--- config.mk ---
export PLATFORM = sky130hd
export DESIGN_NAME = bpp_outq
export DESIGN_NICKNAME = d
export VERILOG_FILES = /design/src/rtl/core/bpp_pkg.sv /design/src/rtl/core/bpp_outq.sv
export SDC_FILE = /design/constraint.sdc
export NUM_CORES = 1
export LEC_CHECK = 0
export ABC_CLOCK_PERIOD_IN_PS = 3400
export BUFFER_PORTS_ARGS = -buffer_cell sky130_fd_sc_hd__buf_2
export CORE_ASPECT_RATIO = 0.5
export CORE_MARGIN = 8
export CORE_UTILIZATION = 45
export DETAILED_ROUTE_END_ITERATION = 7
export GPL_ROUTABILITY_DRIVEN = 0
export PLACE_DENSITY = 0.66
export SLEW_MARGIN = 20
export SYNTH_ARGS = -nofsm -noshare
export SYNTH_HDL_FRONTEND = slang
export SYNTH_SLANG_ARGS = --single-unit
--- constraint.sdc ---
create_clock -name aclk -period 3.4 [get_ports aclk]
set_input_delay 0.17 -clock aclk [delete_from_list [all_inputs] [get_ports aclk]]
set_output_delay 0.17 -clock aclk [all_outputs]
set_load 0.005 [all_outputs]
--- src/rtl/core/bpp_pkg.sv ---
package bpp_pkg;

    localparam int PIXEL_W    = 8;
    localparam int THRESH_W   = 8;
    localparam int DIM_W      = 11;
    localparam int TOTAL_W    = 11;
    localparam int POS_W      = 10;
    localparam int CFG_ADDR_W = 2;
    localparam int CFG_DATA_W = 11;
    localparam int S_TDATA_W  = 8;
    localparam int M_TDATA_W  = 24;
    localparam int M_PAD_W    = M_TDATA_W - POS_W - TOTAL_W;
    localparam int OUTQ_DEPTH = 4;

    localparam logic [THRESH_W-1:0] THRESH_RESET = 8'd50;
    localparam logic [DIM_W-1:0]    DIM_RESET    = 11'd1024;

    typedef enum logic [CFG_ADDR_W-1:0] {
        CFG_THRESHOLD    = 2'd0,
        CFG_FRAME_WIDTH  = 2'd1,
        CFG_FRAME_HEIGHT = 2'd2
    } cfg_index_t;

    typedef enum logic {
        KIND_COLUMN = 1'b0,
        KIND_ROW    = 1'b1
    } kind_t;

    typedef struct packed {
        logic hit;
        logic first_row;
        logic last_col;
        logic last_row;
    } pix_flags_t;

    typedef struct packed {
        kind_t              kind;
        logic [POS_W-1:0]   position;
        logic [TOTAL_W-1:0] total;
        logic               frame_done;
    } result_t;

endpackage

--- src/rtl/core/bpp_outq.sv ---
module bpp_outq (
    input  logic                            aclk,
    input  logic                            aresetn,
    input  logic                            push_first,
    input  logic                            push_second,
    input  bpp_pkg::result_t                data_first,
    input  bpp_pkg::result_t                data_second,
    output logic                            room,
    output logic                            m_tvalid,
    input  logic                            m_tready,
    output logic [bpp_pkg::M_TDATA_W-1:0]   m_tdata,
    output logic                            m_tuser,
    output logic                            m_tlast
);
    import bpp_pkg::*;

    localparam int PW   = $clog2(OUTQ_DEPTH);
    localparam int CNTW = $clog2(OUTQ_DEPTH + 1);

    result_t         q_reg [OUTQ_DEPTH];
    logic [PW-1:0]   wr_ptr_reg, wr_ptr_next;
    logic [PW-1:0]   rd_ptr_reg, rd_ptr_next;
    logic [CNTW-1:0] count_reg, count_next;
    logic            pop;
    result_t         head;

    assign pop = m_tvalid && m_tready;

    always_comb begin
        wr_ptr_next = wr_ptr_reg + PW'(push_first) + PW'(push_second);
        rd_ptr_next = rd_ptr_reg + PW'(pop);
        count_next  = count_reg + CNTW'(push_first) + CNTW'(push_second) - CNTW'(pop);
    end

    always_ff @(posedge aclk) begin
        if (push_first) begin
            q_reg[wr_ptr_reg] <= data_first;
        end
        if (push_second) begin
            q_reg[wr_ptr_reg + PW'(1)] <= data_second;
        end
    end

    always_ff @(posedge aclk) begin
        if (!aresetn) begin
            wr_ptr_reg <= '0;
            rd_ptr_reg <= '0;
            count_reg  <= '0;
        end else begin
            wr_ptr_reg <= wr_ptr_next;
            rd_ptr_reg <= rd_ptr_next;
            count_reg  <= count_next;
        end
    end

    assign head     = q_reg[rd_ptr_reg];
    assign room     = count_reg <= CNTW'(OUTQ_DEPTH - 2);
    assign m_tvalid = count_reg != '0;
    assign m_tdata  = {M_PAD_W'(0), head.total, head.position};
    assign m_tuser  = head.kind;
    assign m_tlast  = head.frame_done;

endmodule

After elaboration in Yosys (flattened, before gate mapping)
Memory sizes are Yosys's and may differ from the RTL's. A register that Yosys moved wholly into a read port is not among the register bits.
Index checks and enable logic that the tools add are counted.
{"block": "word_totals", "reg_bits": 7, "mem_bits_rw": 92, "input_bits": 51, "out_inout_bits": 28, "word_cells": 19, "mem_count": 1}
{"name": "q_reg", "words": 4, "width": 23, "read_ports": 1, "rd_clocked_by_memory_dff": 1, "wr": 2, "line_no": "bpp_outq.sv:20", "rtl": "result_t q_reg [OUTQ_DEPTH];"}
{"block": "classes", "addsub": 7, "order_cmp": 1, "n_mux": 5, "n_reduce_logical": 2}
{"cell": "2-bit by 1-bit adder with 2-bit output", "n": 3}
{"cell": "3-bit by 1-bit adder with 3-bit output", "n": 2}
{"cell": "1-bit 2-to-1 mux", "n": 4}
{"cell": "3-bit by 2-bit <= comparator with 1-bit output (second input constant)", "n": 1}
{"cell": "3-bit nonzero test", "n": 1}
{"cell": "3-bit by 1-bit subtractor with 3-bit output", "n": 1}
{"cell": "2-bit by 1-bit adder with 2-bit output (second input constant)", "n": 1}
{"cell": "2-bit 2-to-1 mux", "n": 1}
{"cell": "1-bit logical AND", "n": 1}

Longest topological paths before layout
{"block": "depth", "ltp_word": 4, "mapped_depth": 8}

Least setup slack after synthesis
OpenSTA, ideal clock, no wires.
{"block": "synth_timing", "kind": "flip-flop to flip-flop", "start": "register wr_ptr_reg[0]", "end": "memory q_reg[2][0] (netlist bit) (enable)", "setup_time_ns": 0.435, "t_arrival_ns": 2.276, "path_slack_ns": 0.689, "stages_incl_launch_ff": 4, "period_less_slack_ns": 2.711, "cell_sequence": "dfxtp_1 buf_4 nand2b_1 o21ai_0"}
{"item": "from (decl)", "line_no": "bpp_outq.sv:21", "rtl": "logic [PW-1:0] wr_ptr_reg, wr_ptr_next;"}
{"item": "from (signal assigned)", "line_no": "bpp_outq.sv:50", "rtl": "wr_ptr_reg <= wr_ptr_next;"}
{"item": "to (decl)", "line_no": "bpp_outq.sv:20"}

Final worst setup path
{"block": "layout_timing", "start": "register count_reg[2]", "end": "register count_reg[2]"}
{"block": "layout_between", "elab_chain_len": 3, "elab_cells_between_ends": 5, "classes_between": "add/sub: 3; reduce/logical: 2"}
{"item": "from (decl)", "line_no": "bpp_outq.sv:23", "rtl": "logic [CNTW-1:0] count_reg, count_next;"}
{"item": "from (signal assigned)", "line_no": "bpp_outq.sv:52", "rtl": "count_reg <= count_next;"}
{"item": "3-bit by 1-bit adder with 3-bit output / 3-bit nonzero test (equally long branches)", "line_no": "bpp_outq.sv:32, bpp_outq.sv:58"}
{"item": "3-bit by 1-bit adder with 3-bit output / 1-bit logical AND (equally long branches)", "line_no": "bpp_outq.sv:32, bpp_outq.sv:27"}
{"item": "3-bit by 1-bit subtractor with 3-bit output *", "line_no": "bpp_outq.sv:32", "rtl": "count_next = count_reg + CNTW'(push_first) + CNTW'(push_second) - CNTW'(pop);"}
Every way passes the cells marked *; elsewhere a longest branch is shown, timed or not.
A chain may end at the register's enable or synchronous reset.

==> results.sh <==
export IMPL_fin_util_pct=52.4
export IMPL_max_cap_viol_count=0
export IMPL_hold_path_endpoint="rd_ptr_reg[0]$_SDFF_PN0_"
export IMPL_dp_hpwl_um=6630
export IMPL_clk_pin_slew_ps=60
export IMPL_largest_reg_flops=92
export IMPL_worstPathMaxFanout=3
export IMPL_die_area_mm2=0.0147
export IMPL_rsz0062_at_grt="no"
export IMPL_ys_ff_latch=99
export IMPL_rows=27
export IMPL_cts_setup_buffers=0
export IMPL_num_antenna_cells=0
export IMPL_io_buffers=75
export IMPL_status="finished clean"
export IMPL_ff2ff_path_depth=8
export IMPL_cts_htree_levels=3
export IMPL_viasPerCell=5.30
export IMPL_cts_buffers=9
export IMPL_netlist_top_cells_area="edfxtp_1 (56%), mux2_2 (21%), mux4_2 (11%)"
export IMPL_synthToLayoutAreaGrowth_pct=15.2
export IMPL_synth_cell_types=25
export IMPL_drc=0
export IMPL_relSlewSlack_pct=37.3
export IMPL_worstSkewPairLatency_ps=340
export IMPL_rrSetupSlack_ps=1040
export IMPL_synth_top_area_share_pct=56.2
export IMPL_crit_cells=8
export IMPL_ys_flop_type="edfxtp_1"
export IMPL_cts_buffer_depth=2
export IMPL_setup_viol=0
export IMPL_tightest_slew_ps=940
export IMPL_r2r_end="count_reg[2]$_SDFF_PN0_"
export IMPL_critPathKind="reg -> reg"
export IMPL_dpl_cell_area_mm2=0.00541
export IMPL_wirelength_um=10400
export IMPL_required_ps=3630
export IMPL_synth_warning_count=0
export IMPL_post_route_period_util_pct=69.4
export IMPL_hold_viol_final=0
export IMPL_async_flop_share_pct=0
export IMPL_nNetsFinal=400
export IMPL_wl_per_cell_um=21.1
export IMPL_cts_resized_gates=0
export IMPL_hold_path_class="in -> reg"
export IMPL_cts_tree="done"
export IMPL_grt_antenna_before_repair=1
export IMPL_final_max_slew_viol_count=0
export IMPL_setup_tns_ps=0
export IMPL_critical_path_slowest_cell="fa_1"
export IMPL_final_area_mm2=0.00567
export IMPL_hold_depth=2
export IMPL_crit_chain="or3_1, and2_1, ha_1, inv_1, fa_1, fa_1, xnor2_1, and2_1"
export IMPL_critPathCaptureType="flip-flop"
export IMPL_core_area_mm2=0.0108
export IMPL_track_usage_pct=14.6
export IMPL_synth_area_mm2=0.00492
export IMPL_synth_enable_flop_cells=92
export IMPL_final_cells=493
export IMPL_drive_gt1_share_pct=61.2
export IMPL_power_mw=3.44
export IMPL_cts_hold_buf=0
export IMPL_power_leakage_nw=2.05
export IMPL_pin_count=79
export IMPL_initial_core_util_pct=45.5
export IMPL_path_buf_inv=1
export IMPL_die_h_um=89.9
export IMPL_max_freq_ghz=0.424
export IMPL_worst_path_largest_cell_delay_ps=390
export IMPL_crit_arrival_ps=2590
export IMPL_critical_path_top_delay_family="adder cells"
export IMPL_final_antenna_net_count=0
export IMPL_irDropWorstVdd_mv=0.240
export IMPL_r2r_start="count_reg[2]$_SDFF_PN0_"
export IMPL_grt_pass1_vias=2925
export IMPL_dp_cells=477
export IMPL_avgSynthCellArea_um2=18.1
export IMPL_yosysSeqAreaShare_pct=59.0
export IMPL_synth_largest_area_cell="edfxtp_1"
export IMPL_hp_start="aresetn"
export IMPL_gr_total_overflow=0
export IMPL_pwr_density_cell_mw_per_mm2=606
export IMPL_syn_inst=271
export IMPL_dr_first_iter_drc_count=74
export IMPL_drt_pass1_iterations=4
export IMPL_finalClockSkew_ps=5.25
export IMPL_crit_path_start_kind="flip-flop"
export IMPL_die_x_um=164
export IMPL_cts_sinks=99
export IMPL_grt_pass1_wl_um=16300
export IMPL_dr_total_vias=2615
export IMPL_ctsRootBufferMaster="clkbuf_16"
export IMPL_min_period_ps=2360
export IMPL_grt_max_degree=25
worst register-to-register path, cell delays in order, from the launching register on:
cell and delay [ps]:
dfxtp_1 330, or3_1 380, and2_1 180, ha_1 270
inv_1 50, fa_1 390, fa_1 390, xnor2_1 130
and2_1 140
placed cells by master, fill, tap and decap left out, types with 2 or more instances in the layout:
cell,instances
edfxtp_1,92
mux2_2,90
buf_2,75
mux4_2,23
clkbuf_16,9
and2_1,8
inv_1,6
dfxtp_1,6
clkinv_1,4
buf_4,4
fa_1,3
ha_1,3
conb_1,3
nand3b_4,2
mux2_1,2
o21ai_4,2
xor2_1,2
clkinvlp_4,2
area by class of cell:
| cell class | count | area [um2] |
|---|---|---|
| Sequential cell | 99 | 2900 |
| Multi-Input combinational cell | 148 | 1890 |
| Clock buffer | 9 | 225 |
| Timing Repair Buffer | 79 | 405 |
| Tap cell | 145 | 181 |
| Inverter | 6 | 22.5 |
| Clock inverter | 7 | 35.0 |
| Fill cell | 889 | 5140 |
logic make-up (layout without fill, tap and decap cells):
kind of cell / after synthesis / count (layout) / share of synthesized area, %
multiplexers: 116 / 116 / 31.8
flip-flops: 99 / 99 / 59.0
buffers and inverters: 26 / 101 / 3.33
AND/OR/NAND/NOR: 17 / 17 / 2.90
adder cells (fa/ha/maj): 6 / 6 / 1.98
AO/OA/AOI/OAI: 3 / 3 / 0.356
XOR/XNOR: 3 / 3 / 0.534
other: 1 / 3 / 0.0762
how the worst max path moves through the flow:
stage | start | end | slack, ps
after floorplan | wr_ptr_reg[0]$_SDFF_PN0_ | q_reg[2][0]$_DFFE_PP_ | 690
after global placement | count_reg[2]$_SDFF_PN0_ | count_reg[2]$_SDFF_PN0_ | 1130
after detailed placement | count_reg[2]$_SDFF_PN0_ | count_reg[2]$_SDFF_PN0_ | 1060
after CTS | count_reg[2]$_SDFF_PN0_ | count_reg[2]$_SDFF_PN0_ | 1020
after global routing | count_reg[2]$_SDFF_PN0_ | count_reg[2]$_SDFF_PN0_ | 900
final | count_reg[2]$_SDFF_PN0_ | count_reg[2]$_SDFF_PN0_ | 1040
power by group:
| part | leakage [nW] | internal [mW] | switching [mW] |
|---|---|---|---|
| logic | 1.00 | 0.487 | 0.378 |
| registers | 0.921 | 1.53 | 0.137 |
| clock network | 0.121 | 0.484 | 0.416 |
| total | 2.05 | 2.51 | 0.930 |
metrics by stage:
stage               hold slack (ps)  setup WS, ps
finish                          106          1040
global route                    124           896
CTS                            98.5          1020
detailed placement              452          1060
global placement                454          1130
floorplan                       292           689
cells in the mapped netlist (3+ instances only):
cell type   n
edfxtp_1   92
mux2_2     90
mux4_2     23
and2_1      8
buf_2       8
buf_4       7
dfxtp_1     7
inv_1       6
buf_6       4
fa_1        3
ha_1        3
nor2_1      3
layer usage:
layer / routed length, um / track usage [%]
met5: 10 / 0
met4: 146 / 4.51
met3: 485 / 3.96
met2: 5250 / 24.8
met1: 4510 / 17.9
Note: power is estimated with default switching activity, not from simulation.
