### src/rtl/core/bpp_pkg.sv
package bpp_pkg;

    localparam int PIXEL_W    = 8;
    localparam int THRESH_W   = 8;
    localparam int DIM_W      = 11;
    localparam int TOTAL_W    = 11;
    localparam int POS_W      = 10;
    localparam int CFG_ADDR_W = 2;
    localparam int CFG_DATA_W = 11;
    localparam int S_TDATA_W  = 8;
    localparam int M_TDATA_W  = 24;
    localparam int M_PAD_W    = M_TDATA_W - POS_W - TOTAL_W;
    localparam int OUTQ_DEPTH = 4;

    localparam logic [THRESH_W-1:0] THRESH_RESET = 8'd50;
    localparam logic [DIM_W-1:0]    DIM_RESET    = 11'd1024;

    typedef enum logic [CFG_ADDR_W-1:0] {
        CFG_THRESHOLD    = 2'd0,
        CFG_FRAME_WIDTH  = 2'd1,
        CFG_FRAME_HEIGHT = 2'd2
    } cfg_index_t;

    typedef enum logic {
        KIND_COLUMN = 1'b0,
        KIND_ROW    = 1'b1
    } kind_t;

    typedef struct packed {
        logic hit;
        logic first_row;
        logic last_col;
        logic last_row;
    } pix_flags_t;

    typedef struct packed {
        kind_t              kind;
        logic [POS_W-1:0]   position;
        logic [TOTAL_W-1:0] total;
        logic               frame_done;
    } result_t;

endpackage

### src/rtl/core/bpp_front.sv
module bpp_front #(
    parameter int MAX_WIDTH  = 1024,
    parameter int MAX_HEIGHT = 1024,
    parameter int CW         = $clog2(MAX_WIDTH),
    parameter int RW         = $clog2(MAX_HEIGHT)
) (
    input  logic                            aclk,
    input  logic                            aresetn,
    input  logic                            cfg_we,
    input  logic [bpp_pkg::CFG_ADDR_W-1:0]  cfg_addr,
    input  logic [bpp_pkg::CFG_DATA_W-1:0]  cfg_wdata,
    input  logic                            s_tvalid,
    output logic                            s_tready,
    input  logic [bpp_pkg::PIXEL_W-1:0]     pixel,
    input  logic                            s1_advance,
    output logic                            rd_en,
    output logic [CW-1:0]                   rd_addr,
    output logic                            s1_valid,
    output bpp_pkg::pix_flags_t             s1_flags,
    output logic [CW-1:0]                   s1_col,
    output logic [RW-1:0]                   s1_row,
    output logic [bpp_pkg::TOTAL_W-1:0]     s1_row_total
);
    import bpp_pkg::*;

    localparam int CMPW = ((CW + 1) > DIM_W) ? (CW + 1) : ((RW + 1) > DIM_W) ? (RW + 1) : DIM_W;
    localparam int CMPW2 = ((RW + 1) > CMPW) ? (RW + 1) : CMPW;

    logic [THRESH_W-1:0] threshold_reg;
    logic [DIM_W-1:0]    frame_width_reg;
    logic [DIM_W-1:0]    frame_height_reg;
    logic [CW-1:0]       col_pos_reg, col_pos_next;
    logic [RW-1:0]       row_pos_reg, row_pos_next;
    logic [TOTAL_W-1:0]  row_total_reg, row_total_next;
    logic                s1_valid_reg, s1_valid_next;
    pix_flags_t          s1_flags_reg;
    logic [CW-1:0]       s1_col_reg;
    logic [RW-1:0]       s1_row_reg;
    logic [TOTAL_W-1:0]  s1_row_total_reg;

    logic                accept;
    logic                hit;
    logic                last_col;
    logic                last_row;
    logic [CMPW2-1:0]    col_inc;
    logic [CMPW2-1:0]    row_inc;
    logic [TOTAL_W-1:0]  row_sum;
    pix_flags_t          flags;

    assign s_tready = !s1_valid_reg || s1_advance;
    assign accept   = s_tvalid && s_tready;

    assign hit      = pixel > threshold_reg;
    assign col_inc  = CMPW2'(col_pos_reg) + CMPW2'(1);
    assign row_inc  = CMPW2'(row_pos_reg) + CMPW2'(1);
    assign last_col = (col_inc >= CMPW2'(frame_width_reg)) || (col_inc >= CMPW2'(MAX_WIDTH));
    assign last_row = (row_inc >= CMPW2'(frame_height_reg)) || (row_inc >= CMPW2'(MAX_HEIGHT));
    assign row_sum  = row_total_reg + TOTAL_W'(hit);

    always_comb begin
        flags.hit       = hit;
        flags.first_row = (row_pos_reg == '0);
        flags.last_col  = last_col;
        flags.last_row  = last_row;
    end

    always_comb begin
        col_pos_next   = col_pos_reg;
        row_pos_next   = row_pos_reg;
        row_total_next = row_total_reg;
        if (accept) begin
            if (last_col) begin
                col_pos_next   = '0;
                row_pos_next   = last_row ? '0 : row_inc[RW-1:0];
                row_total_next = '0;
            end else begin
                col_pos_next   = col_inc[CW-1:0];
                row_total_next = row_sum;
            end
        end
    end

    always_comb begin
        s1_valid_next = s1_valid_reg;
        if (accept) begin
            s1_valid_next = 1'b1;
        end else if (s1_advance) begin
            s1_valid_next = 1'b0;
        end
    end

    always_ff @(posedge aclk) begin
        if (!aresetn) begin
            threshold_reg    <= THRESH_RESET;
            frame_width_reg  <= DIM_RESET;
            frame_height_reg <= DIM_RESET;
        end else if (cfg_we) begin
            unique case (cfg_addr)
                CFG_THRESHOLD:    threshold_reg    <= cfg_wdata[THRESH_W-1:0];
                CFG_FRAME_WIDTH:  frame_width_reg  <= cfg_wdata[DIM_W-1:0];
                CFG_FRAME_HEIGHT: frame_height_reg <= cfg_wdata[DIM_W-1:0];
                default: ;
            endcase
        end
    end

    always_ff @(posedge aclk) begin
        if (!aresetn) begin
            col_pos_reg   <= '0;
            row_pos_reg   <= '0;
            row_total_reg <= '0;
            s1_valid_reg  <= 1'b0;
        end else begin
            col_pos_reg   <= col_pos_next;
            row_pos_reg   <= row_pos_next;
            row_total_reg <= row_total_next;
            s1_valid_reg  <= s1_valid_next;
        end
    end

    always_ff @(posedge aclk) begin
        if (accept) begin
            s1_flags_reg     <= flags;
            s1_col_reg       <= col_pos_reg;
            s1_row_reg       <= row_pos_reg;
            s1_row_total_reg <= row_sum;
        end
    end

    assign rd_en        = accept;
    assign rd_addr      = col_pos_reg;
    assign s1_valid     = s1_valid_reg;
    assign s1_flags     = s1_flags_reg;
    assign s1_col       = s1_col_reg;
    assign s1_row       = s1_row_reg;
    assign s1_row_total = s1_row_total_reg;

endmodule

### config.mk
export PLATFORM = sky130hd
export DESIGN_NAME = bpp_front
export DESIGN_NICKNAME = d
export VERILOG_FILES = /design/src/rtl/core/bpp_pkg.sv /design/src/rtl/core/bpp_front.sv
export SDC_FILE = /design/constraint.sdc
export NUM_CORES = 1
export LEC_CHECK = 0
export ABC_AREA = 1
export BUFFER_PORTS_ARGS = -buffer_cell sky130_fd_sc_hd__buf_2
export CORE_ASPECT_RATIO = 0.7
export CORE_MARGIN = 2
export CORE_UTILIZATION = 30
export DETAILED_ROUTE_END_ITERATION = 12
export PLACE_DENSITY = 0.54
export SLEW_MARGIN = 25
export SYNTH_ARGS = -nofsm -noshare
export SYNTH_HDL_FRONTEND = slang
export SYNTH_SLANG_ARGS = --single-unit
### constraint.sdc
create_clock -name aclk -period 2.4 [get_ports aclk]
set_input_delay 0.36 -clock aclk [delete_from_list [all_inputs] [get_ports aclk]]
set_output_delay 0.36 -clock aclk [all_outputs]
set_load 0.02 [all_outputs]
# Word-level counts from Yosys, hierarchy flattened
# Index checks and enable logic that the tools add are counted.
dict set report op_classes {
  n_addsub 3
  magnitude_cmp 5
  n_eq_ne 2
  n_mux 5
  n_reduce_logical 12
}
# operator count
set op_table {}
lappend op_table {{$add 10x1->11 const B} 2}
lappend op_table {{$ge 11x11->1} 2}
lappend op_table {{$ge 11x11->1 const B} 2}
lappend op_table {{$mux 10} 2}
lappend op_table {{$add 11x1->11} 1}
lappend op_table {{$mux 11} 1}
lappend op_table {{$logic_not 10->1} 1}
lappend op_table {{$gt 8x8->1} 1}
lappend op_table {{$reduce_and 2->1} 4}
lappend op_table {{$logic_or 1x1->1} 3}
lappend op_table {{$eq 2x1->1 const B} 1}
lappend op_table {{$eq 2x2->1 const B} 1}
lappend op_table {{$logic_not 2->1} 1}
lappend op_table {{$mux 1} 2}
lappend op_table {{$reduce_bool 2->1} 1}
lappend op_table {{$logic_and 1x1->1} 1}
lappend op_table {{$logic_not 1->1} 1}
dict set report totals {
  ff_bits 97
  in_bits 26
}

# Depth between registers and ports, before layout
dict set report logic_depth {
  ltp_word 4
  mapped_depth 18
  mapped_depth_nobuf 18
}

# Worst setup path before layout
# OpenSTA, ideal clock, no wires.
dict set report synth_path {
  path_type {reg2reg}
  start {register col_pos_reg[0], in the netlist rd_addr[0]}
  end {register s1_flags_reg (netlist bit s1_flags[1]) (data pin)}
  setup_ns 0.251
  arrival_ns 2.323
  path_slack_ns -0.173
  stages_incl_launch_ff 16
  path_buffers 1
  path_cell_list {dfxtp_1 > ha_1 > nand3_1 > nor3_2 > xnor2_1 > clkinv_1 > ha_1 > nand2_1 > inv_1 > nand2_1 > inv_1 > nand2_1 > nand3_2 > nor2_4 > buf_6 > inv_1}
}
# item line
set synth_rtl {}
lappend synth_rtl {{start: declaration} bpp_front.sv:32} ;# logic [CW-1:0] col_pos_reg, col_pos_next;
lappend synth_rtl {{start signal: assignment} bpp_front.sv:114} ;# col_pos_reg <= col_pos_next;
lappend synth_rtl {{end signal: assignment} bpp_front.sv:123} ;# s1_flags_reg <= flags;
lappend synth_rtl {{end: declaration} bpp_front.sv:36} ;# pix_flags_t s1_flags_reg;

# Worst setup path in the final report
dict set report layout_path {
  start {register col_pos_reg[1], in the netlist rd_addr[1]}
  end {register row_pos_reg[5]}
}
dict set report layout_via {
  elab_chain_cells 4
  elab_cells_between_ends 5
  classes_between {add/sub (1); order compare (2); reduce/logical (2)}
}
# item line
set layout_rtl {}
lappend layout_rtl {{$add 10x1->11 (*)} bpp_front.sv:54} ;# assign col_inc = CMPW2'(col_pos_reg) + CMPW2'(1);
lappend layout_rtl {{$ge 11x11->1} bpp_front.sv:56} ;# assign last_col = (col_inc >= CMPW2'(frame_width_reg)) || (col_inc >= CMPW2'(MAX_WIDTH));
lappend layout_rtl {{$logic_or 1x1->1 (*)} bpp_front.sv:56}
lappend layout_rtl {{$reduce_and 2->1 (no line) (*)} --}
lappend layout_rtl {{end signal: assignment} bpp_front.sv:115} ;# row_pos_reg <= row_pos_next;
lappend layout_rtl {{end: declaration} bpp_front.sv:33} ;# logic [RW-1:0] row_pos_reg, row_pos_next;
# Every way passes the cells marked *; elsewhere a longest branch is shown, timed or not.
# A chain may end at the register's enable or synchronous reset.

==> results.cfg <==
[global_route]
antenna_found_initial = 0
grt_pass1_vias = 3887
grt_first_pass_wirelength_mm = 20.1
grt_max_degree = 41
grt_use_total = 0.151
grt.overflow.total = 0

[yosys]
netlist_area_um2 = 4920
synth_edf_count = 35
syn_inst = 574
syn_nets = 635
yosys_warnings = 0
synthTopCellsByCount = nand2_1 (106), inv_1 (84), dfxtp_1 (62)
synthArstFlopShare = 0
synth_top_area_cell = dfxtp_1
netlist.area_leader.share = 0.252
ys_ff_latch = 97
synth_ff_type = dfxtp_1
ys_seq_area_frac = 0.466
synth_cell_type_count = 38
ys_top_cells_by_area = dfxtp_1 (25%), edfxtp_1 (21%), ha_1 (8.9%)
syn_area_per_cell_um2 = 8.56
yosysMostFrequentCell = nand2_1

[cells_and_area]
drive_above_1_share = 0.429
final_area_um2 = 6970
instances_no_fill = 929
fin_nets = 760
n_antenna_cell = 0
areaGrowthSynthToFinish_pct = 41.8

[clock_tree]
root_buffer = clkbuf_16
clock_sinks = 97
clock_latency_ns = 0.37
cts_tree = built
htree_levels = 3
cts_buffers = 9
hold_buffers = 0
clockBufferDepth = 2
path_clk_slew_ns = 0.07

[setup_path]
setup.worst_path.start_class = flop
critPathKind = reg -> reg
cp-end-kind = flop
cpPeakStageDelay_ns = 0.36
cp_slowest_cell = dfxtp_2
critical_path.cell_chain = ha_4 > nand3_4 > nor3_4 > xnor2_1 > clkinv_2 > ha_4 > nand2_2 > inv_2 > nand2_2 > inv_1 > nand2_1 > nand3_2 > buf_6 > o21bai_4 > buf_12 > buf_12 > nand2_2 > nand2_1 > nor2_1
worst-path-buf-inv = 6
cp.required_ns = 2.66
cp.arrival_ns = 2.74
cp_top_family = simple AND/OR/NAND/NOR gates
cp_max_fo = 5
cpMostUsedCell = nand2_2

[power]
power_density_nw_per_um2 = 562
swShare = 0.274
p_leak_nw = 3.11
p_int_mw = 2.84
power_frac_comb = 0.150
p_sw_mw = 1.07
seqPwrFrac = 0.463
ir_drop_mv = 0.288
p_clk_frac = 0.387

[sta]
hold_viol_final = 0
tns_ns = -1.53
worst_slack_ns = -0.0820
tightest_slew_ns = 0.743
setup_violations = 32
relSlewSlack = 0.503
holdWs_ns = 0.255
fin_crit_ns = 2.48
rsz0062_at_grt = yes
skew_ns = 0.0116
maxSlewViolCount = 0
fmax_mhz = 403
fin_crit_sh = 1.03

[detailed_routing]
route.vias.total = 4198
drt-initial-drc-count = 242
viasPerCell = 4.52
dr.pass1.iters = 5
wire_per_inst_um = 14.7
drc = 0
ant_nets = 0
wirelength_mm = 13.6

[placement]
hpwl_mm = 8.76
pre_cts_slack_ns = -0.170
post-place-cells = 887
port_buffers = 73
postPlaceCellArea_um2 = 5750
gp_congestion = 0.820

[floorplan]
ios = 74
initial_utilization = 0.304
die_h_um = 111
die-area_um2 = 17400
placementRows = 39
die_w_um = 157
core-area_um2 = 16200

[status]
status = finished with violations
failed_checks = negative setup slack

[flow_run]
maxCapViolations = 0

[min_path]
hold_class = in -> reg
==> logic make-up after synthesis <==
kind of cell | share of synthesized area
flip-flops | 0.466
adder cells (fa/ha/maj) | 0.0891
AND/OR/NAND/NOR | 0.213
XOR/XNOR | 0.0333
buffers and inverters | 0.0926
AO/OA/AOI/OAI | 0.106
==> layout make-up <==
cell class,instances,area [um^2]
multi-input cells,370,2730
fillers,1547,9180
well taps,225,282
flip-flops and latches,97,2320
clock inverters,7,87.6
repair buffers,131,982
clock buffers,9,225
inverters,90,344
==> path summary, 6_finish.rpt <==
check	from	to	slack, ns	cells after the start
max	rd_addr[1]	row_pos_reg[5]	-0.08	19
min	cfg_wdata[10]	frame_height_reg[10]	0.26	3
max reg2reg	rd_addr[1]	row_pos_reg[5]	-0.08	19
min reg2reg	row_pos_reg[8]	s1_row[8]	0.43	0
==> cells in the final DEF, fill, tap and decap left out, drive strengths merged, types with 2 or more instances in the layout <==
master | netlist | layout
edfxtp | 35 | 35
buf | 9 | 128
a21oi | 56 | 56
nor3 | 8 | 8
nand3 | 33 | 33
xor2 | 14 | 14
ha | 35 | 35
clkinv | 1 | 3
xnor2 | 3 | 3
clkbuf | 9 | 12
nor2 | 60 | 60
inv | 89 | 92
o21ai | 30 | 30
dfxtp | 62 | 62
a21o | 2 | 2
o211ai | 5 | 5
nand2 | 112 | 113
nand4 | 6 | 6
==> metal layers <==
| metal | GRT usage | wire length, um | part of all wire | up-vias |
|---|---|---|---|---|
| met5 | 0 | 0 | 0 | - |
| met2 | 0.221 | 6130 | 0.45 | 119 |
| met3 | 0.0418 | 783 | 0.057 | 22 |
| li1 | - | - | - | 2114 |
| met1 | 0.210 | 6470 | 0.47 | 1943 |
| met4 | 0.0593 | 242 | 0.018 | 0 |
==> power groups by stage <==
stage	clock network, mW	logic, mW	registers, mW
floorplan	0	0.237	1.90
global placement	0	0.455	1.84
detailed placement	0	0.468	1.85
CTS	1.56	0.505	1.81
global route	1.62	0.647	1.82
finish	1.52	0.588	1.81
==> what timing repair did <==
action                     in CTS  in global routing
gates cloned                    3                  4
resized for setup              24                123
setup buffers                   9                 11
setup endpoints to repair      20                 38
pin swaps                       6                 53
==> stage by stage <==
| stage | util | total power [mW] |
|---|---|---|
| 2_1_floorplan | - | 2.14 |
| 6_report | 0.432 | 3.92 |
| 3_5_place_dp | 0.356 | 2.31 |
| 3_3_place_gp | 0.356 | 2.30 |
| 4_1_cts | 0.390 | 3.88 |
| 5_1_grt | 0.432 | 4.09 |
==> worst min-delay path, stage by stage <==
cell,delay (ns)
buf_2,0.11
nand2_1,0.05
o211ai_1,0.06
Power figures use the tool's default switching activity.
